## src/sv/jsu_pkg.sv

```systemverilog
// ----------------------------------------------------------------------------
// JSON string unescape package
// Shared types and codes for the front end, the item queue and the back end.
// ----------------------------------------------------------------------------
package jsu_pkg;

   localparam int Q_DEPTH = 4;
   localparam int Q_PTR_W = $clog2(Q_DEPTH);
   localparam int Q_CNT_W = $clog2(Q_DEPTH + 1);

   localparam logic [1:0] KIND_BYTE = 2'd0;
   localparam logic [1:0] KIND_END  = 2'd1;
   localparam logic [1:0] KIND_ERR  = 2'd2;

   localparam logic [2:0] ERR_NONE        = 3'd0;
   localparam logic [2:0] ERR_NO_OPEN     = 3'd1;
   localparam logic [2:0] ERR_UNTERM_STR  = 3'd2;
   localparam logic [2:0] ERR_UNTERM_ESC  = 3'd3;
   localparam logic [2:0] ERR_BAD_ESC     = 3'd4;
   localparam logic [2:0] ERR_BAD_HEX     = 3'd5;
   localparam logic [2:0] ERR_UNTERM_UNI  = 3'd6;

   typedef enum logic [2:0] {
      PH_IDLE = 3'd0,
      PH_STR  = 3'd1,
      PH_ESC  = 3'd2,
      PH_HEX0 = 3'd3,
      PH_HEX1 = 3'd4,
      PH_HEX2 = 3'd5,
      PH_HEX3 = 3'd6
   } phase_type;

   // One queue entry holds every result that a single input item causes.
   typedef struct packed {
      logic [7:0] byte0;
      logic [7:0] byte1;
      logic [7:0] byte2;
      logic [1:0] count;
      logic [1:0] kind;
      logic [2:0] error_code;
   } entry_type;

   typedef struct packed {
      logic full;
      logic empty;
   } q_status_type;

endpackage

```

## src/sv/jsu_front.sv

```systemverilog
// ----------------------------------------------------------------------------
// JSON string unescape front end
// Tracks the string phase, decodes escapes and builds at most one queue entry per item.
// ----------------------------------------------------------------------------
module jsu_front import jsu_pkg::*; (
   input  logic       clock,
   input  logic       reset,
   input  logic       accept,
   input  logic [7:0] data_byte,
   input  logic       end_of_input,
   output logic       push,
   output entry_type  entry
);

   localparam logic [7:0] CH_QUOTE = 8'h22;
   localparam logic [7:0] CH_BSLASH = 8'h5C;
   localparam logic [7:0] CH_SLASH = 8'h2F;
   localparam logic [7:0] CH_B = 8'h62;
   localparam logic [7:0] CH_F = 8'h66;
   localparam logic [7:0] CH_N = 8'h6E;
   localparam logic [7:0] CH_R = 8'h72;
   localparam logic [7:0] CH_T = 8'h74;
   localparam logic [7:0] CH_U = 8'h75;

   phase_type   phase_ff, phase_in;
   logic [11:0] acc_ff, acc_in;
   logic        hex_ok;
   logic [3:0]  hex_val;
   logic [15:0] code_point;

   always_ff @(posedge clock) begin
      if (reset) begin
         phase_ff <= PH_IDLE;
         acc_ff   <= '0;
      end else if (accept) begin
         phase_ff <= phase_in;
         acc_ff   <= acc_in;
      end
   end

   always_comb begin
      hex_ok  = 1'b1;
      hex_val = 4'd0;
      if (data_byte >= 8'h30 && data_byte <= 8'h39) begin
         hex_val = data_byte[3:0];
      end else if ((data_byte >= 8'h61 && data_byte <= 8'h66) ||
                   (data_byte >= 8'h41 && data_byte <= 8'h46)) begin
         hex_val = data_byte[3:0] + 4'd9;
      end else begin
         hex_ok = 1'b0;
      end
   end

   assign code_point = {acc_ff, hex_val};

   always_comb begin
      phase_in         = phase_ff;
      acc_in           = acc_ff;
      entry.byte0      = 8'd0;
      entry.byte1      = 8'd0;
      entry.byte2      = 8'd0;
      entry.count      = 2'd0;
      entry.kind       = KIND_BYTE;
      entry.error_code = ERR_NONE;
      if (end_of_input) begin
         phase_in    = PH_IDLE;
         acc_in      = '0;
         entry.count = 2'd1;
         entry.kind  = KIND_ERR;
         unique case (phase_ff) inside
            PH_STR: entry.error_code = ERR_UNTERM_STR;
            PH_ESC: entry.error_code = ERR_UNTERM_ESC;
            PH_HEX0, PH_HEX1, PH_HEX2, PH_HEX3: entry.error_code = ERR_UNTERM_UNI;
            default: entry.error_code = ERR_NO_OPEN;
         endcase
      end else begin
         unique case (phase_ff) inside
            PH_STR: begin
               entry.count = 2'd1;
               if (data_byte == CH_QUOTE) begin
                  phase_in   = PH_IDLE;
                  entry.kind = KIND_END;
               end else if (data_byte == CH_BSLASH) begin
                  phase_in    = PH_ESC;
                  entry.count = 2'd0;
               end else begin
                  entry.byte0 = data_byte;
               end
            end
            PH_ESC: begin
               phase_in    = PH_STR;
               entry.count = 2'd1;
               unique case (data_byte)
                  CH_QUOTE, CH_BSLASH, CH_SLASH: entry.byte0 = data_byte;
                  CH_B: entry.byte0 = 8'h08;
                  CH_F: entry.byte0 = 8'h0C;
                  CH_N: entry.byte0 = 8'h0A;
                  CH_R: entry.byte0 = 8'h0D;
                  CH_T: entry.byte0 = 8'h09;
                  CH_U: begin
                     phase_in    = PH_HEX0;
                     acc_in      = '0;
                     entry.count = 2'd0;
                  end
                  default: begin
                     phase_in         = PH_IDLE;
                     acc_in           = '0;
                     entry.kind       = KIND_ERR;
                     entry.error_code = ERR_BAD_ESC;
                  end
               endcase
            end
            PH_HEX0, PH_HEX1, PH_HEX2, PH_HEX3: begin
               if (!hex_ok) begin
                  phase_in         = PH_IDLE;
                  acc_in           = '0;
                  entry.count      = 2'd1;
                  entry.kind       = KIND_ERR;
                  entry.error_code = ERR_BAD_HEX;
               end else if (phase_ff != PH_HEX3) begin
                  acc_in = {acc_ff[7:0], hex_val};
                  unique case (phase_ff)
                     PH_HEX0: phase_in = PH_HEX1;
                     PH_HEX1: phase_in = PH_HEX2;
                     default: phase_in = PH_HEX3;
                  endcase
               end else begin
                  phase_in = PH_STR;
                  acc_in   = '0;
                  if (code_point[15:7] == '0) begin
                     entry.count = 2'd1;
                     entry.byte0 = code_point[7:0];
                  end else if (code_point[15:11] == '0) begin
                     entry.count = 2'd2;
                     entry.byte0 = {3'b110, code_point[10:6]};
                     entry.byte1 = {2'b10, code_point[5:0]};
                  end else begin
                     entry.count = 2'd3;
                     entry.byte0 = {4'b1110, code_point[15:12]};
                     entry.byte1 = {2'b10, code_point[11:6]};
                     entry.byte2 = {2'b10, code_point[5:0]};
                  end
               end
            end
            default: begin
               if (data_byte == CH_QUOTE) begin
                  phase_in = PH_STR;
               end else begin
                  phase_in         = PH_IDLE;
                  acc_in           = '0;
                  entry.count      = 2'd1;
                  entry.kind       = KIND_ERR;
                  entry.error_code = ERR_NO_OPEN;
               end
            end
         endcase
      end
   end

   assign push = accept && (entry.count != 2'd0);

endmodule

```

## src/sv/jsu_queue.sv

```systemverilog
// ----------------------------------------------------------------------------
// JSON string unescape item queue
// Short first-in first-out queue of decoded entries between front and back.
// ----------------------------------------------------------------------------
module jsu_queue import jsu_pkg::*; (
   input  logic         clock,
   input  logic         reset,
   input  logic         push,
   input  entry_type    push_entry,
   input  logic         pop,
   output entry_type    head_entry,
   output q_status_type status
);

   entry_type            slots_ff [Q_DEPTH];
   logic [Q_PTR_W-1:0]   wr_ptr_ff, rd_ptr_ff;
   logic [Q_CNT_W-1:0]   count_ff, count_in;

   always_comb begin
      count_in = count_ff;
      if (push && !pop) begin
         count_in = count_ff + 1'b1;
      end else if (pop && !push) begin
         count_in = count_ff - 1'b1;
      end
   end

   always_ff @(posedge clock) begin
      if (reset) begin
         wr_ptr_ff <= '0;
         rd_ptr_ff <= '0;
         count_ff  <= '0;
      end else begin
         count_ff <= count_in;
         if (push) begin
            wr_ptr_ff <= wr_ptr_ff + 1'b1;
         end
         if (pop) begin
            rd_ptr_ff <= rd_ptr_ff + 1'b1;
         end
      end
   end

   always_ff @(posedge clock) begin
      if (push) begin
         slots_ff[wr_ptr_ff] <= push_entry;
      end
   end

   assign head_entry   = slots_ff[rd_ptr_ff];
   assign status.full  = (count_ff == Q_CNT_W'(Q_DEPTH));
   assign status.empty = (count_ff == '0);

endmodule

```

## src/sv/jsu_back.sv

```systemverilog
// ----------------------------------------------------------------------------
// JSON string unescape back end
// Splits each queue entry into result items and holds them in an output register.
// ----------------------------------------------------------------------------
module jsu_back import jsu_pkg::*; (
   input  logic         clock,
   input  logic         reset,
   input  entry_type    head_entry,
   input  q_status_type status,
   output logic         pop,
   output logic         rsp_valid,
   input  logic         rsp_stall,
   output logic [7:0]   rsp_out_byte,
   output logic [1:0]   rsp_kind,
   output logic [2:0]   rsp_error_code,
   output logic         rsp_last
);

   logic       valid_ff, valid_in;
   logic [1:0] idx_ff, idx_in;
   logic       load, advance, final_one;
   logic [7:0] byte_ff, byte_in;
   logic [1:0] kind_ff;
   logic [2:0] err_ff;
   logic       last_ff;

   assign load      = !valid_ff || !rsp_stall;
   assign advance   = load && !status.empty;
   assign final_one = (idx_ff == head_entry.count - 2'd1);
   assign pop       = advance && final_one;

   always_comb begin
      valid_in = load ? !status.empty : valid_ff;
      idx_in   = idx_ff;
      if (advance) begin
         idx_in = final_one ? 2'd0 : idx_ff + 2'd1;
      end
      case (idx_ff)
         2'd0:    byte_in = head_entry.byte0;
         2'd1:    byte_in = head_entry.byte1;
         default: byte_in = head_entry.byte2;
      endcase
   end

   always_ff @(posedge clock) begin
      if (reset) begin
         valid_ff <= 1'b0;
         idx_ff   <= 2'd0;
      end else begin
         valid_ff <= valid_in;
         idx_ff   <= idx_in;
      end
   end

   always_ff @(posedge clock) begin
      if (advance) begin
         byte_ff <= byte_in;
         kind_ff <= head_entry.kind;
         err_ff  <= head_entry.error_code;
         last_ff <= final_one;
      end
   end

   assign rsp_valid      = valid_ff;
   assign rsp_out_byte   = byte_ff;
   assign rsp_kind       = kind_ff;
   assign rsp_error_code = err_ff;
   assign rsp_last       = last_ff;

endmodule

```

## src/sv/json_string_unescape_top.sv

```systemverilog
// ----------------------------------------------------------------------------
// JSON string unescape top level
// Decodes the bytes of one JSON string literal into raw and UTF-8 bytes.
// ----------------------------------------------------------------------------
// Usage:
// The req channel carries one input byte per item, or an end-of-input flag.
// The rsp channel carries decoded bytes, an end marker at the closing quote,
// or an error code; rsp_last marks the final result of each input item.
// An input item yields zero to three results, which pass through the queue
// and the output register. One item is taken per cycle while req_stall is
// low; the back end delivers one result per cycle while rsp_stall is low,
// so a unicode escape of three bytes yields three results from one item. A
// four-entry queue between the decoder and the output stage absorbs that
// difference and any rsp_stall; req_stall rises only while it is full.
// Synchronous reset returns the decoder to the idle phase, waiting for an
// opening quote, and empties the queue and the output register.
// While rsp_stall is high the presented result holds and later results wait.
// ----------------------------------------------------------------------------
module json_string_unescape_top import jsu_pkg::*; (
   input  logic       clock,
   input  logic       reset,
   input  logic       req_valid,
   output logic       req_stall,
   input  logic [7:0] req_data_byte,
   input  logic       req_end_of_input,
   output logic       rsp_valid,
   input  logic       rsp_stall,
   output logic [7:0] rsp_out_byte,
   output logic [1:0] rsp_kind,
   output logic [2:0] rsp_error_code,
   output logic       rsp_last
);

   logic         accept, push, pop;
   entry_type    push_entry, head_entry;
   q_status_type status;

   assign req_stall = status.full;
   assign accept    = req_valid && !req_stall;

   jsu_front u_front (
      .clock        (clock),
      .reset        (reset),
      .accept       (accept),
      .data_byte    (req_data_byte),
      .end_of_input (req_end_of_input),
      .push         (push),
      .entry        (push_entry)
   );

   jsu_queue u_queue (
      .clock      (clock),
      .reset      (reset),
      .push       (push),
      .push_entry (push_entry),
      .pop        (pop),
      .head_entry (head_entry),
      .status     (status)
   );

   jsu_back u_back (
      .clock          (clock),
      .reset          (reset),
      .head_entry     (head_entry),
      .status         (status),
      .pop            (pop),
      .rsp_valid      (rsp_valid),
      .rsp_stall      (rsp_stall),
      .rsp_out_byte   (rsp_out_byte),
      .rsp_kind       (rsp_kind),
      .rsp_error_code (rsp_error_code),
      .rsp_last       (rsp_last)
   );

   a_end_err_last: assert property (@(posedge clock) disable iff (reset)
      rsp_valid && (rsp_kind == KIND_END || rsp_kind == KIND_ERR) |-> rsp_last)
      else $error("End or error result not marked last.");

   a_code_only_on_err: assert property (@(posedge clock) disable iff (reset)
      rsp_valid && rsp_kind != KIND_ERR |-> rsp_error_code == ERR_NONE)
      else $error("Error code set on a non-error result.");

   a_reset_empty: assert property (@(posedge clock)
      $past(reset) |-> !rsp_valid)
      else $error("Result presented right after reset.");

   a_stall_when_full: assert property (@(posedge clock) disable iff (reset)
      status.full |-> !push || pop)
      else $error("Queue written while full.");

endmodule
```

## config.mk

```make
export PLATFORM = sky130hd
export DESIGN_NAME = json_string_unescape_top
export DESIGN_NICKNAME = d
export VERILOG_FILES = /design/src/sv/jsu_pkg.sv /design/src/sv/jsu_front.sv /design/src/sv/jsu_queue.sv /design/src/sv/jsu_back.sv /design/src/sv/json_string_unescape_top.sv
export SDC_FILE = /design/constraint.sdc
export NUM_CORES = 1
export LEC_CHECK = 0
export BUFFER_PORTS_ARGS = -buffer_cell sky130_fd_sc_hd__buf_2
export CAP_MARGIN = 0
export CELL_PAD_IN_SITES_DETAIL_PLACEMENT = 0
export CELL_PAD_IN_SITES_GLOBAL_PLACEMENT = 1
export CORE_MARGIN = 2
export CORE_UTILIZATION = 28
export DETAILED_ROUTE_END_ITERATION = 16
export GPL_TIMING_DRIVEN = 0
export PLACE_DENSITY = 0.44
export SLEW_MARGIN = 5
export SYNTH_ARGS = -nofsm -noshare
export SYNTH_HDL_FRONTEND = slang
export SYNTH_SLANG_ARGS = --single-unit
```

## constraint.sdc

```tcl
create_clock -name clock -period 4.2 [get_ports clock]
set_input_delay 0.21 -clock clock [delete_from_list [all_inputs] [get_ports clock]]
set_output_delay 0.21 -clock clock [all_outputs]
set_load 0.02 [all_outputs]
```

Word level (Yosys, flattened, before mapping)
Memory sizes are Yosys's and may differ from the RTL's. A register that Yosys moved wholly into a read port is not among the register bits.
Cells that the tools add are included.
{"block": "word_totals", "ff_bits": 39, "mem_count": 1, "latch_bits": 0, "output_inout_bits": 16, "mem_bits_rw": 124, "romBits": 0, "wordCells": 130}
{"block": "op_classes", "n_reduce_logical": 29, "n_eq_ne": 23, "muxes": 53, "mul": 0, "div": 0, "n_lt_le_gt_ge": 6, "bitwise": 0, "n_addsub": 7, "shift": 0}
{"name": "u_queue.slots_ff", "depth": 4, "word_bits": 31, "rd": 1, "rd_clocked_by_memory_dff": 1, "write_ports": 1, "line": "jsu_queue.sv:15", "rtl": "entry_type slots_ff [Q_DEPTH];"}
{"op": "$mux W12", "count": 5}
{"op": "$eq A8 B7 Y1 const B", "count": 7}
{"op": "$mux W24", "count": 2}
{"op": "$pmux W8 S6", "count": 1}
{"op": "$pmux W12 S3", "count": 1}
{"op": "$mux W16", "count": 2}
{"op": "$mux W8", "count": 4}
{"op": "$pmux W3 S3", "count": 3}
{"op": "$mux W26", "count": 1}
{"op": "$pmux W8 S3", "count": 1}
{"op": "$mux W3", "count": 7}
{"op": "$eq A8 B6 Y1 const B", "count": 2}
{"op": "$ge A8 B7 Y1 const B", "count": 2}
{"op": "$le A8 B7 Y1 const B", "count": 2}
{"op": "$pmux W8 S2", "count": 1}
{"op": "$mux W14", "count": 1}
{"op": "$eq A3 B3 Y1 const B", "count": 4}
{"op": "$pmux W4 S3", "count": 1}
{"op": "$mux W1", "count": 10}
{"op": "$mux W2", "count": 5}
{"op": "$mux W5", "count": 2}
{"op": "$logic_and A1 B1 Y1", "count": 9}
{"op": "$logic_not A9 Y1", "count": 1}
{"op": "$reduce_or A9 Y1", "count": 1}
{"op": "other kinds (30)", "count": 43}

Logic depth before layout (Yosys ltp)
Gate-level depths: netlist of run 1.
{"block": "depth", "word_depth": 17, "ltp_mapped": 13}

Cells and area by module
Synthesis of run 1 repeated with hierarchy kept, for this count alone.
{"block": "hier_totals", "cells_unflattened": 515, "hier_area_um2": 7409.6}
{"module": "jsu_queue", "area_each_um2": 4903.5, "cells_each": 205, "instances": 1, "seq_area_each_um2": 3903.7}
{"module": "jsu_front", "area_each_um2": 1747.9, "cells_each": 247, "instances": 1, "seq_area_each_um2": 300.3}
{"module": "jsu_back", "area_each_um2": 744.5, "cells_each": 62, "instances": 1, "seq_area_each_um2": 480.5}
{"module": "json_string_unescape_top", "area_each_um2": 13.8, "cells_each": 1, "instances": 1, "seq_area_each_um2": 0.0}

Worst setup path after synthesis of run 1
Ideal clock, no wire load.
{"block": "synth_path", "kind": "input to register", "from": "input req_data_byte[0]", "to": "register u_queue.count_ff[2]", "path_slack_ns": 1.156, "arrival_time_ns": 2.973, "path_buffers": 0, "setup_time_ns": 0.071, "stages": 13, "cell_sequence": "inv_1 -> ha_1 -> o21bai_1 -> a21oi_1 -> a21oi_2 -> nand2b_1 -> a311oi_4 -> ha_1 -> inv_1 -> fa_1 -> xor2_1 -> or3_1 -> a21oi_1"}
{"block": "synth_via", "elab_chain_len": 13, "elab_cells_between_ends": 29, "cone_classes": "order compare: 6; eq/ne: 3; mux: 10; reduce/logical: 10"}
{"item": "start, declared", "line": "json_string_unescape_top.sv:24", "rtl": "input logic [7:0] req_data_byte,"}
{"item": "$ge A8 B7 Y1 (tied with other cells)", "line": "jsu_front.sv:46", "rtl": "end else if ((data_byte >= 8'h61 && data_byte <= 8'h66) ||"}
{"item": "$logic_and A1 B1 Y1, on equally long branches", "line": "jsu_front.sv:46, jsu_front.sv:47"}
{"item": "$logic_or A1 B1 Y1", "line": "jsu_front.sv:46"}
{"item": "$mux W1", "line": "jsu_front.sv:46"}
{"item": "$mux W1", "line": "jsu_front.sv:44", "rtl": "if (data_byte >= 8'h30 && data_byte <= 8'h39) begin"}
{"item": "$mux W2", "line": "jsu_front.sv:114", "rtl": "if (!hex_ok) begin"}
{"item": "$pmux W4 S3 *", "line": "jsu_front.sv:77", "rtl": "unique case (phase_ff) inside"}
{"item": "$mux W7 *", "line": "jsu_front.sv:65", "rtl": "if (end_of_input) begin"}
{"item": "$reduce_bool A2 Y1 *", "line": "jsu_front.sv:160", "rtl": "assign push = accept && (entry.count != 2'd0);"}
{"item": "$logic_and A1 B1 Y1 *", "line": "jsu_front.sv:160"}
{"item": "net push", "line": "json_string_unescape_top.sv:34", "rtl": "logic accept, push, pop;"}
{"item": "$logic_not A1 Y1", "line": "jsu_queue.sv:23", "rtl": "end else if (pop && !push) begin"}
{"item": "$logic_and A1 B1 Y1", "line": "jsu_queue.sv:23"}
{"item": "$reduce_bool A2 Y1 (no source line)"}
{"item": "end signal, assigned", "line": "jsu_queue.sv:34", "rtl": "count_ff <= count_in;"}
{"item": "end, declared", "line": "jsu_queue.sv:17", "rtl": "logic [Q_CNT_W-1:0] count_ff, count_in;"}
Mark *: on every way through the listed nets, which the timed path passes. The rest lies on a longest branch.
A chain may end at the register's enable or synchronous reset.

Worst setup path after layout of run 1
{"block": "layout_path", "from": "register u_front.phase_ff[2]", "to": "register u_queue.count_ff[2]"}
{"block": "layout_via", "elab_chain_len": 10, "elab_cells_between_ends": 19, "cone_classes": "eq/ne: 7; mux: 5; reduce/logical: 7"}
{"item": "start, declared", "line": "jsu_front.sv:25", "rtl": "phase_type phase_ff, phase_in;"}
{"item": "start signal, assigned", "line": "jsu_front.sv:36", "rtl": "phase_ff <= phase_in;"}
{"item": "$ne A3 B3 Y1", "line": "jsu_front.sv:120", "rtl": "end else if (phase_ff != PH_HEX3) begin"}
{"item": "$mux W26", "line": "jsu_front.sv:120"}
{"item": "$mux W2", "line": "jsu_front.sv:114"}
{"item": "$pmux W4 S3 *", "line": "jsu_front.sv:77"}
{"item": "$mux W7 *", "line": "jsu_front.sv:65"}
{"item": "$reduce_bool A2 Y1 *", "line": "jsu_front.sv:160"}
{"item": "$logic_and A1 B1 Y1 *", "line": "jsu_front.sv:160"}
{"item": "net push", "line": "json_string_unescape_top.sv:34"}
{"item": "$logic_not A1 Y1", "line": "jsu_queue.sv:23"}
{"item": "$logic_and A1 B1 Y1", "line": "jsu_queue.sv:23"}
{"item": "$reduce_bool A2 Y1 (no source line)"}
Marks and branches as above.

==> out/qor.csv, run 1 <==
stage,metric,value,unit
setup_path,end_kind,flip-flop,
sta,rsz0062_at_grt,no,
sta,fin_crit,3.49,ns
power_and_ir_drop,p_int,3.28,mW
floorplanning,initial_utilization,28.7,%
sta,hold_violations,0,
setup_path,max_stage_delay,0.50,ns
logic_synthesis,ys_top_cells_by_count,"edfxtp_1, nand2_1, nor2_1",
global_route,grt_pass1_vias,4571,
power_and_ir_drop,p_clk_share,34.5,%
logic_synthesis,synth_edf_count,130,
cts,h-tree-depth,4,
sta,hold_slack,0.0525,ns
floorplanning,num_io_pins,29,
layout,areaGrowthSynthToFinish,17.6,%
power_and_ir_drop,ir_worst_vdd,0.000281,V
setup_path,cp.arrival,3.84,ns
logic_synthesis,synth_warnings,0,
sta,slew_headroom,37.5,%
power_and_ir_drop,seq_power_share,43.3,%
power_and_ir_drop,sw_frac_of_total,27.9,%
run_status,status,"finished, final reports clean",
cts,post_cts_buffers,0,
drt,vias,4370,
cts,post_cts_resize_count,0,
worst_hold_path,hold_class,input port to flip-flop,
power_and_ir_drop,power,4.55,mW
logic_synthesis,syn_area_per_cell,14.1,µm²
drt,drc,0,
placement,gp_congestion,0.753,
layout,nets,588,
setup_path,cp_cell_sequence,"clkbuf_1, and2_1, a211oi_2, a31oi_1, a2111oi_4, a311oi_4, ha_1, inv_1, fa_1, xor2_1, or3_1, a21oi_1",
layout,drive_above_1_share,21.5,%
power_and_ir_drop,p_comb_share,22.2,%
floorplanning,dieArea,27100,µm²
global_route,grt_util_all_layers,14.4,%
logic_synthesis,ys_seq_elements,157,
drt,via_per_inst,4.82,
placement,io_buffers,26,
power_and_ir_drop,powerDensity,535,nW/µm²
global_route,antenna_found_initial,0,
logic_synthesis,yosys.area.top_type,edfxtp_1,
worst_hold_path,min_path_cells,3,
global_route,grt_max_degree,20,
run,maxCapViolations,0,
layout,nFillCells,2494,
global_route,grt_overflow_total,0,
logic_synthesis,synth_most_common_cell,edfxtp_1,
cts,clock_sinks,157,
floorplanning,die_x,165,µm
cts,clk_pin_slew,0.07,ns
drt,drt_iter0_markers,287,
floorplanning,die_y,165,µm
sta,drv_slew,0,
drt,drt-total-wl,18.4,mm
cts,clk_latency,0.42,ns
setup_path,path_class,flip-flop to flip-flop,
cts,cts_tree,done,
global_route,grt_first_pass_wirelength,28.4,mm
layout,diodes,0,
logic_synthesis,synth_top_area_share,54.0,%
setup_path,crit_path_max_fanout,8,
logic_synthesis,netlist_area,7240,µm²
drt,wl_per_cell,20.3,µm
setup_path,crit_required,4.55,ns
logic_synthesis,ys_seq_area_share,61.4,%
setup_path,startpoint_type,flip-flop,
drt,ant_nets,0,
logic_synthesis,postSynthCellCount,514,
logic_synthesis,synth.area.top_cells,"edfxtp_1, mux4_2, dfxtp_1",
logic_synthesis,syn_nets,539,
placement,dp_hpwl,13.2,mm
sta,finalSetupViolCount,0,
sta,max_freq,286,MHz
logic_synthesis,async_reset_ff_share,0,%
setup_path,critical_path.slowest_cell,a311oi_4,
layout,final_util,33.7,%
setup_path,r2r_cells,12,
floorplanning,rows,58,
cts,clock_path_buffers,2,
drt,dr.pass1.iters,4,
logic_synthesis,yosysUniqueCellTypes,74,
cts,root_buffer,clkbuf_16,
logic_synthesis,ys.flop_type,edfxtp_1,
floorplanning,core_area,25300,µm²
cts,cts-buffers-inserted,17,
sta,tightest_slew,0.931,ns
power_and_ir_drop,cellLeakagePower,2.89,nW
sta,fin_crit_sh,83.2,%
power_and_ir_drop,p_sw,1.27,mW
cts,hold_buffers,0,
sta,final.setup_skew,0.0144,ns
[layout by cell type, fill, tap and decap left out, types with 4 or more instances in the layout]
cell type,n
nand2b_1,21
nand2_1,38
edfxtp_1,130
nor3b_1,4
dfxtp_1,27
mux4_2,29
nand3b_1,4
nor2_1,30
nor3_1,8
clkbuf_16,22
a221o_1,7
or2_2,4
a31oi_1,5
mux2i_1,17
nor2b_1,9
or3_1,5
clkbuf_1,13
xor2_1,6
inv_1,14
and2_1,8
o21a_1,5
and2_2,4
nand3_1,5
ha_1,11
buf_2,34
a21oi_1,24
o21ai_0,13
[path summary, 6_finish.rpt]
path	to	from	slack [ns]
worst max-delay path	u_queue.count_ff[2]$_SDFFE_PP0P_	u_front.phase_ff[2]$_SDFFE_PP0P_	0.71
worst min-delay path	u_back.rsp_valid$_SDFFE_PP0P_	rsp_stall	0.05
worst max register to register	u_queue.count_ff[2]$_SDFFE_PP0P_	u_front.phase_ff[2]$_SDFFE_PP0P_	0.71
worst min register to register	u_back.rsp_valid$_SDFFE_PP0P_	u_back.rsp_valid$_SDFFE_PP0P_	0.47
[power groups by stage]
stage               registers (mW)  clock network, mW  logic (mW)
finish                        1.97               1.57        1.01
global route                  1.99               1.69        1.12
CTS                           1.98               1.61        1.04
detailed placement            2.01                  0        1.04
global placement              2.00                  0       0.999
floorplan                     2.09                  0       0.590
[cells by family (layout without fill, tap and decap cells)]
group           count (synthesis)  count (layout)  synth area share [%]
xor+xnor                        7               7                 0.847
fa+ha+maj                      12              12                  2.18
simple gates                  163             163                  12.5
mux                            49              49                  11.9
buf+inv                        39             101                  2.23
flops                         157             157                  61.4
compound gates                 87              87                  8.92
[registers in the layout, indices dropped and copies added, names as in the netlist, named ones only]
signal	cells
u_queue.wr_ptr_ff	2
u_front.acc_ff	12
u_queue.slots_ff	116
u_back.rsp_out_byte	8
u_back.idx_ff	2
u_back.rsp_kind	2
u_front.phase_ff	3
u_queue.rd_ptr_ff	2
u_back.rsp_last	1
u_queue.count_ff	3
u_back.rsp_error_code	3
u_back.rsp_valid	1
[cell type report]
type / instances / area (µm²) / share of cell area [%]
well taps: 330 / 413 / 4.85
plain buffers: 23 / 101 / 1.19
inverters: 16 / 60.1 / 0.706
repair buffers: 30 / 233 / 2.73
clock buffers: 27 / 589 / 6.92
flip-flops and latches: 157 / 4440 / 52.2
clock inverters: 5 / 36.3 / 0.426
multi-input cells: 318 / 2640 / 31.0
[metal layers]
layer | part of all wire [%] | track usage (%) | routed length (µm)
met1 | 48 | 19.5 | 8790
met2 | 49 | 24.0 | 8930
met3 | 2.2 | 2.36 | 406
met4 | 1.4 | 4.19 | 265
met5 | 0 | 0 | 0
[worst max-delay path, delay by kind of cell, from the launching register on]
kind	cells	cell delay (ns)
compound gates	5	1.34
xor+xnor	1	0.17
fa+ha+maj	2	0.65
simple gates	2	0.60
buf+inv	2	0.33
flops	1	0.31
[through the flow]
stage / setup WS (ns) / cells / setup TNS, ns / cell area, µm²
floorplan: 1.16 / 514 / 0 / 7240
global placement: -0.287 / 870 / -31.73 / 7780
detailed placement: 0.250 / 874 / 0 / 7890
CTS: 0.714 / 906 / 0 / 8510
global route: 0.446 / 906 / 0 / 8510
finish: 0.707 / 906 / 0 / 8510
No activity file was read; power rests on OpenSTA's default activity.
==> run 2, diff against run 1 <==
Clock period 4.2 ns to 3.55 ns, I/O delays scaled along.
==> run 2 against run 1 <==
Against the previous run: sequential cell count unchanged; via count up 0.92%; critical path depth unchanged; register-to-register slack worse by 0.38 ns; clock skew about the same; sequential share of layout area down 0.16 points; die area unchanged; core utilization up 0.10 points; routed wire length down 0.16%; non-clock buffer count up 1; clock-buffer cell count unchanged; worst setup slack worse by 0.38 ns; critical endpoint unchanged; largest power group unchanged; highest routed layer unchanged.
==> out/qor.csv, run 2 (synthesis results as in run 1) <==
stage,metric,value,unit,change
drt,via_per_inst,4.86,,+0.80%
global_route,grt_first_pass_wirelength,28.4,mm,unchanged
floorplanning,rows,58,,unchanged
sta,fin_crit,3.23,ns,-0.266 ns
layout,largest-register,u_queue.slots_ff,,
sta,drv_slew,0,,unchanged
setup_path,crit_required,3.90,ns,-0.65 ns
layout,fin_area,8540,µm²,+0.31%
drt,vias,4410,,+0.92%
sta,max_freq,310,MHz,+8.2%
layout,finalNonFillerCells,907,,+0.11%
global_route,grt_max_degree,20,,unchanged
global_route,antenna_found_initial,0,,unchanged
sta,fin_crit_sh,90.9,%,+7.7 points
drt,wl_per_cell,20.2,µm,-0.27%
drt,ant_nets,0,,unchanged
placement,dpl.cell_count,874,,unchanged
drt,top_layer_used,met4,,
floorplanning,initial_utilization,28.7,%,unchanged
cts,clk_pin_slew,0.07,ns,about the same
cts,cts_tree,done,,
sta,hold_violations,0,,unchanged
sta,slew_headroom,41.6,%,+4.2 points
layout,diodes,0,,unchanged
cts,clock_path_buffers,2,,unchanged
drt,wl_met2,8.93,mm,about the same
cts,clk_latency,0.42,ns,about the same
sta,final.setup_skew,0.0142,ns,-0.000203 ns
global_route,grt_pass1_vias,4571,,unchanged
floorplanning,num_io_pins,29,,unchanged
setup_path,max_stage_delay,0.39,ns,-0.11 ns
setup_path,crit_path_max_fanout,8,,unchanged
sta,rsz0062_at_grt,no,,
setup_path,cp.arrival,3.57,ns,-0.27 ns
drt,drt_iter0_markers,279,,-2.8%
cts,cts-buffers-inserted,17,,unchanged
global_route,grt_overflow_total,0,,unchanged
cts,clock_sinks,157,,unchanged
drt,met1Wirelength,8.81,mm,+0.26%
placement,dpl-instance-area,7890,µm²,unchanged
run,maxCapViolations,0,,unchanged
global_route,grt_util_all_layers,14.4,%,unchanged
power_and_ir_drop,ir_worst_vdd,0.000332,V,+18%
layout,most-common-layout-cells,"edfxtp_1, nand2_1, buf_2",,
floorplanning,die_y,165,µm,unchanged
cts,root_buffer,clkbuf_16,,
drt,route.met3.wl,323,µm,-20%
drt,drt-total-wl,18.4,mm,-0.16%
run_status,status,"finished, final reports clean",,
placement,dp_hpwl,13.2,mm,unchanged
floorplanning,core_area,25300,µm²,unchanged
layout,nets,589,,+0.17%
cts,h-tree-depth,4,,unchanged
layout,areaGrowthSynthToFinish,18.0,%,
setup_path,startpoint_type,flip-flop,,
setup_path,path_class,flip-flop to flip-flop,,
drt,drc,0,,unchanged
layout,largest_reg_flops,116,,unchanged
sta,finalSetupViolCount,0,,unchanged
setup_path,cp_cell_sequence,"clkbuf_1, and2_1, a211oi_2, a31oi_2, a2111oi_4, a311oi_4, ha_1, inv_1, fa_1, xor2_1, or3_1, a21oi_1",,
floorplanning,die_x,165,µm,unchanged
drt,dr.pass1.iters,4,,unchanged
setup_path,end_kind,flip-flop,,
floorplanning,dieArea,27100,µm²,unchanged
cts,hold_buffers,0,,unchanged
sta,tightest_slew,0.874,ns,-0.0574 ns
layout,layout_commonest_cell,edfxtp_1,,
placement,io_buffers,26,,unchanged
placement,gp_congestion,0.753,,unchanged
worst_hold_path,hold_class,input port to flip-flop,,
setup_path,critical_path.slowest_cell,a311oi_4,,
layout,drive_above_1_share,22.0,%,+0.48 points
power_and_ir_drop,powerDensity,631,nW/µm²,+18%
power_and_ir_drop,cellLeakagePower,2.91,nW,+0.43%
==> run 2: worst paths after layout <==
| path | start | end | slack (ns) | cells past startpoint |
|---|---|---|---|---|
| worst max-delay path | u_front.phase_ff[2]$_SDFFE_PP0P_ | u_queue.count_ff[2]$_SDFFE_PP0P_ | 0.32 | 12 |
| worst min-delay path | rsp_stall | u_back.rsp_valid$_SDFFE_PP0P_ | 0.02 | 3 |
| worst max register to register | u_front.phase_ff[2]$_SDFFE_PP0P_ | u_queue.count_ff[2]$_SDFFE_PP0P_ | 0.32 | 12 |
| worst min register to register | u_back.rsp_valid$_SDFFE_PP0P_ | u_back.rsp_valid$_SDFFE_PP0P_ | 0.47 | 2 |
==> run 2: power by group <==
part / total [mW] / internal [mW] / switching [mW]
Sequential: 2.33 / 2.26 / 0.0711
Combinational: 1.20 / 0.478 / 0.721
Clock: 1.85 / 1.15 / 0.707
==> run 2: cell type report <==
| cell class | count | area, µm² |
|---|---|---|
| buffer | 23 | 101 |
| clock buffer | 27 | 589 |
| clock inverter | 5 | 36.3 |
| fill | 2496 | 16700 |
| inverter | 16 | 60.1 |
| multi-input combinational | 318 | 2650 |
| sequential | 157 | 4440 |
| tap | 330 | 413 |
| timing repair buffer | 31 | 240 |
==> run 2: through the flow <==
stage | hold slack [ns] | setup TNS [ns] | setup slack [ns] | total power, mW | util (%)
floorplan | 0.322 | 0 | 0.539 | 3.17 | -
global placement | 0.441 | -103.75 | -0.904 | 3.55 | 30.8
detailed placement | 0.455 | -4.97 | -0.367 | 3.60 | 31.2
CTS | 0.00262 | 0 | 0.0860 | 5.47 | 33.7
global route | 0.0411 | 0 | 0.0635 | 5.67 | 33.8
finish | 0.0218 | 0 | 0.323 | 5.39 | 33.8
==> run 2: worst max-delay path, delay by kind of cell, from the launching register on <==
| family | cells | cell delay, ns |
|---|---|---|
| xor gates and xnor gates | 1 | 0.17 |
| AOI/OAI and AO/OA | 5 | 1.10 |
| buffers and inverters | 2 | 0.34 |
| adders and majority gates | 2 | 0.62 |
| DFF | 1 | 0.31 |
| and+or+nand+nor | 2 | 0.60 |
==> run 2: what timing repair did <==
action / in CTS / in global routing
setup endpoints to repair: 0 / 1
buffers inserted: 0 / 1
gates resized for setup: 0 / 3
==> run 2: layer usage <==
layer,vias to the layer above,GRT usage [%]
li1,2064,-
met1,2275,19.5
met2,50,24.0
met3,21,2.36
met4,0,4.19
met5,-,0
==> run 3, diff against run 2 <==
Settings changed: ABC_AREA set to 1, CAP_MARGIN 0 to unset, PLACE_DENSITY 0.44 to 0.47.
==> run 3 against run 2 <==
Against the previous run: global-route usage increased by 1.1 points; synthesized area rose by 2.1%; register-to-register slack improved by 0.11 ns; clock skew fell by 0.0026 ns; non-clock buffer count rose by 6; routed wire length up 14%; via count up 22%; sequential power rose by 7%; sequential cell count stayed put; hold slack got worse by 0.0022 ns; clock power fell by 7%; fmax increased by 3.5%.
==> out/qor.csv, run 3 <==
stage,metric,value,unit,change
setup_path,r2r_start,u_queue.count_ff[0]$_SDFFE_PP0P_,,
setup_path,timing.critical_path.mode_cell,inv_1,,
floorplanning,die_x,166,µm,+1.0%
cts,h-tree-depth,4,,unchanged
layout,ff_latch_area,4440,µm²,unchanged
power_and_ir_drop,powerDensity,702,nW/µm²,+11%
layout,finalNonFillerCells,1160,,+28%
logic_synthesis,synth.area.top_cells,"edfxtp_1, dfxtp_1, nor2_1",,
power_and_ir_drop,p_int,3.95,mW,+1.5%
global_route,grt_first_pass_wirelength,32.5,mm,+14%
logic_synthesis,synth_most_common_cell,edfxtp_1,,
setup_path,cp_cell_sequence,"inv_1, nand2_1, o21ai_0, inv_1, nand3_1, ha_1, inv_1, fa_1, nor2_1, nor2_1, nand2_1, o21ai_0, a21oi_1",,
logic_synthesis,syn_nets,788,,+46%
cts,root_buffer,clkbuf_16,,
placement,dp_hpwl,15.2,mm,+15%
sta,drv_slew,0,,unchanged
floorplanning,rows,59,,+1.7%
cts,clk_pin_slew,0.06,ns,about the same
sta,hold_slack,0.0196,ns,-0.00219 ns
drt,wl_per_cell,18.0,µm,-11%
cts,cts_tree,done,,
sta,max_freq,321,MHz,+3.5%
drt,drt-total-wl,20.8,mm,+14%
cts,clock_path_buffers,2,,unchanged
power_and_ir_drop,p_clk_share,28.5,%,-5.9 points
floorplanning,initial_utilization,28.4,%,-0.23 points
sta,fin_setup_tns,0,ns,unchanged
worst_hold_path,hold_class,input port to flip-flop,,
layout,largest_reg_flops,116,,unchanged
power_and_ir_drop,seq_power_share,41.4,%,-1.9 points
sta,fin_crit_sh,87.8,%,-3.1 points
setup_path,max_stage_delay,0.55,ns,+0.16 ns
placement,io_buffers,26,,unchanged
logic_synthesis,postSynthCellCount,763,,+48%
power_and_ir_drop,ir_worst_vdd,0.000231,V,-31%
cts,post_cts_resize_count,0,,unchanged
global_route,grt_overflow_total,0,,unchanged
floorplanning,die_y,166,µm,+1.0%
global_route,grt_util_all_layers,15.5,%,+1.1 points
drt,ant_nets,0,,unchanged
layout,nFillCells,2712,,+8.7%
logic_synthesis,ys_top_cells_by_count,"edfxtp_1, nor2_1, nand2_1",,
logic_synthesis,yosys.area.top_type,edfxtp_1,,
floorplanning,core_area,26000,µm²,+2.9%
run,maxCapViolations,0,,unchanged
layout,largest-register,u_queue.slots_ff,,
layout,drive_above_1_share,13.0,%,-9.0 points
layout,multi_input_area,2540,µm²,-4.2%
placement,gp_congestion,0.849,,+13%
sta,finalSetupViolCount,0,,unchanged
sta,hold_violations,0,,unchanged
setup_path,cp.arrival,3.48,ns,-0.09 ns
run_status,status,"finished, final reports clean",,
logic_synthesis,yosysUniqueCellTypes,39,,-47%
logic_synthesis,ys_seq_area_share,60.2,%,-1.2 points
logic_synthesis,netlist_area,7380,µm²,+2.1%
layout,most-common-layout-cells,"edfxtp_1, nand2_1, nor2_1",,
cts,clk_latency,0.42,ns,about the same
layout,diodes,0,,unchanged
layout,nets,837,,+42%
sta,slew_headroom,37.7,%,-3.9 points
drt,drc,0,,unchanged
cts,clock_sinks,157,,unchanged
logic_synthesis,synth_edf_count,130,,unchanged
layout,areaGrowthSynthToFinish,16.6,%,
global_route,grt_pass1_vias,5432,,+19%
power_and_ir_drop,sw_frac_of_total,34.7,%,+6.9 points
setup_path,crit_start,u_queue.count_ff[0]$_SDFFE_PP0P_,,
setup_path,crit_path_max_fanout,16,,+8
floorplanning,num_io_pins,29,,unchanged
setup_path,path_class,flip-flop to flip-flop,,
cts,cts-buffers-inserted,17,,unchanged
logic_synthesis,syn_area_per_cell,9.68,µm²,-31%
cts,post_cts_buffers,0,,unchanged
logic_synthesis,async_reset_ff_share,0,%,unchanged
global_route,grt_max_degree,25,,+25%
floorplanning,dieArea,27700,µm²,+2.0%
logic_synthesis,ys_seq_elements,157,,unchanged
worst_hold_path,hold_start,reset,,
drt,dr.pass1.iters,7,,+3
placement,dp_slack,0.364,ns,+0.731 ns
power_and_ir_drop,p_comb_share,30.1,%,+7.8 points
placement,dpl.cell_count,1128,,+29%
drt,drt_iter0_markers,319,,+14%
sta,layout_setup_ws,0.432,ns,+0.108 ns
drt,vias,5361,,+22%
power_and_ir_drop,power,6.04,mW,+12%
power_and_ir_drop,cellLeakagePower,3.32,nW,+14%
sta,final.setup_skew,0.0115,ns,-0.00265 ns
setup_path,critical_path.slowest_cell,inv_1,,
logic_synthesis,synth_top_area_share,52.9,%,-1.1 points
drt,via_per_inst,4.62,,-4.9%
layout,layout_commonest_cell,edfxtp_1,,
setup_path,crit_required,3.91,ns,about the same
sta,rsz0062_at_grt,no,,
logic_synthesis,ys.flop_type,edfxtp_1,,
global_route,antenna_found_initial,0,,unchanged
cts,hold_buffers,0,,unchanged
sta,fin_crit,3.12,ns,-0.108 ns
power_and_ir_drop,p_sw,2.10,mW,+40%
setup_path,startpoint_type,flip-flop,,
sta,tightest_slew,0.929,ns,+0.0554 ns
setup_path,end_kind,flip-flop,,
logic_synthesis,synth_warnings,0,,unchanged
## run 3: cell types whose count changed after synthesis, sizes merged, moves of 16 or more
cell    change
nand2      +98
o22ai      +25
mux4       -29
inv        +58
nand2b     -21
o21ai      +58
nand3      +51
nor2      +102
mux2i      -16
## run 3: cell families after synthesis
group           Yosys count  share of synthesized area, %
compound gates          143                          10.4
xor+xnor                  4                         0.474
fa+ha+maj                12                          2.13
buf+inv                 104                          5.79
flops                   157                          60.2
mux                       1                         0.136
simple gates            342                          20.8
## run 3: path summary, 6_finish.rpt
check                                endpoint  depth (start not counted)  slack (ns)
max          u_queue.count_ff[2]$_SDFFE_PP0P_                         13        0.43
min            u_front.acc_ff[7]$_SDFFE_PP0P_                          2        0.02
max reg2reg  u_queue.count_ff[2]$_SDFFE_PP0P_                         13        0.43
min reg2reg  u_queue.count_ff[2]$_SDFFE_PP0P_                          2        0.49
## run 3: per-stage QoR
stage / instance area [µm²] / util, %
after global placement: 7930 / 30.5
after floorplan: 7380 / -
after global routing: 8610 / 33.1
final: 8610 / 33.1
after detailed placement: 8050 / 31.0
after CTS: 8610 / 33.1
## run 3: per-layer routing
| layer | track usage, % | share of wire (%) | wire length [µm] | vias to the layer above |
|---|---|---|---|---|
| li1 | - | - | - | 2703 |
| met1 | 21.3 | 48 | 10000 | 2567 |
| met5 | 0 | 0 | 0 | - |
| met4 | 3.79 | 1.0 | 213 | 0 |
| met2 | 25.8 | 48 | 9980 | 74 |
| met3 | 2.43 | 3.0 | 616 | 17 |
## run 3: critical path: cells and delay by family, from the launching register on
kind / cells / cell delay (ns)
AND/OR/NAND/NOR: 5 / 0.74
flip-flops: 1 / 0.33
buffers and inverters: 3 / 0.70
adder cells (fa/ha/maj): 2 / 0.59
AO/OA/AOI/OAI: 3 / 0.70
## run 3: layout make-up
cell class              instances  share of cell area (%)
flip-flops and latches        157                    51.6
multi-input cells             502                    29.5
clock buffers                  21                    5.11
well taps                     335                    4.87
inverters                      74                    3.23
repair buffers                 30                    2.53
plain buffers                  30                    1.74
clock inverters                11                    1.38
## run 3: power by group through the flow
stage	clock [mW]	sequential (mW)	combinational (mW)
detailed placement	0	2.54	1.85
global route	1.84	2.53	2.05
finish	1.72	2.50	1.82
floorplan	0	2.64	1.08
CTS	1.77	2.50	1.86
global placement	0	2.55	1.79
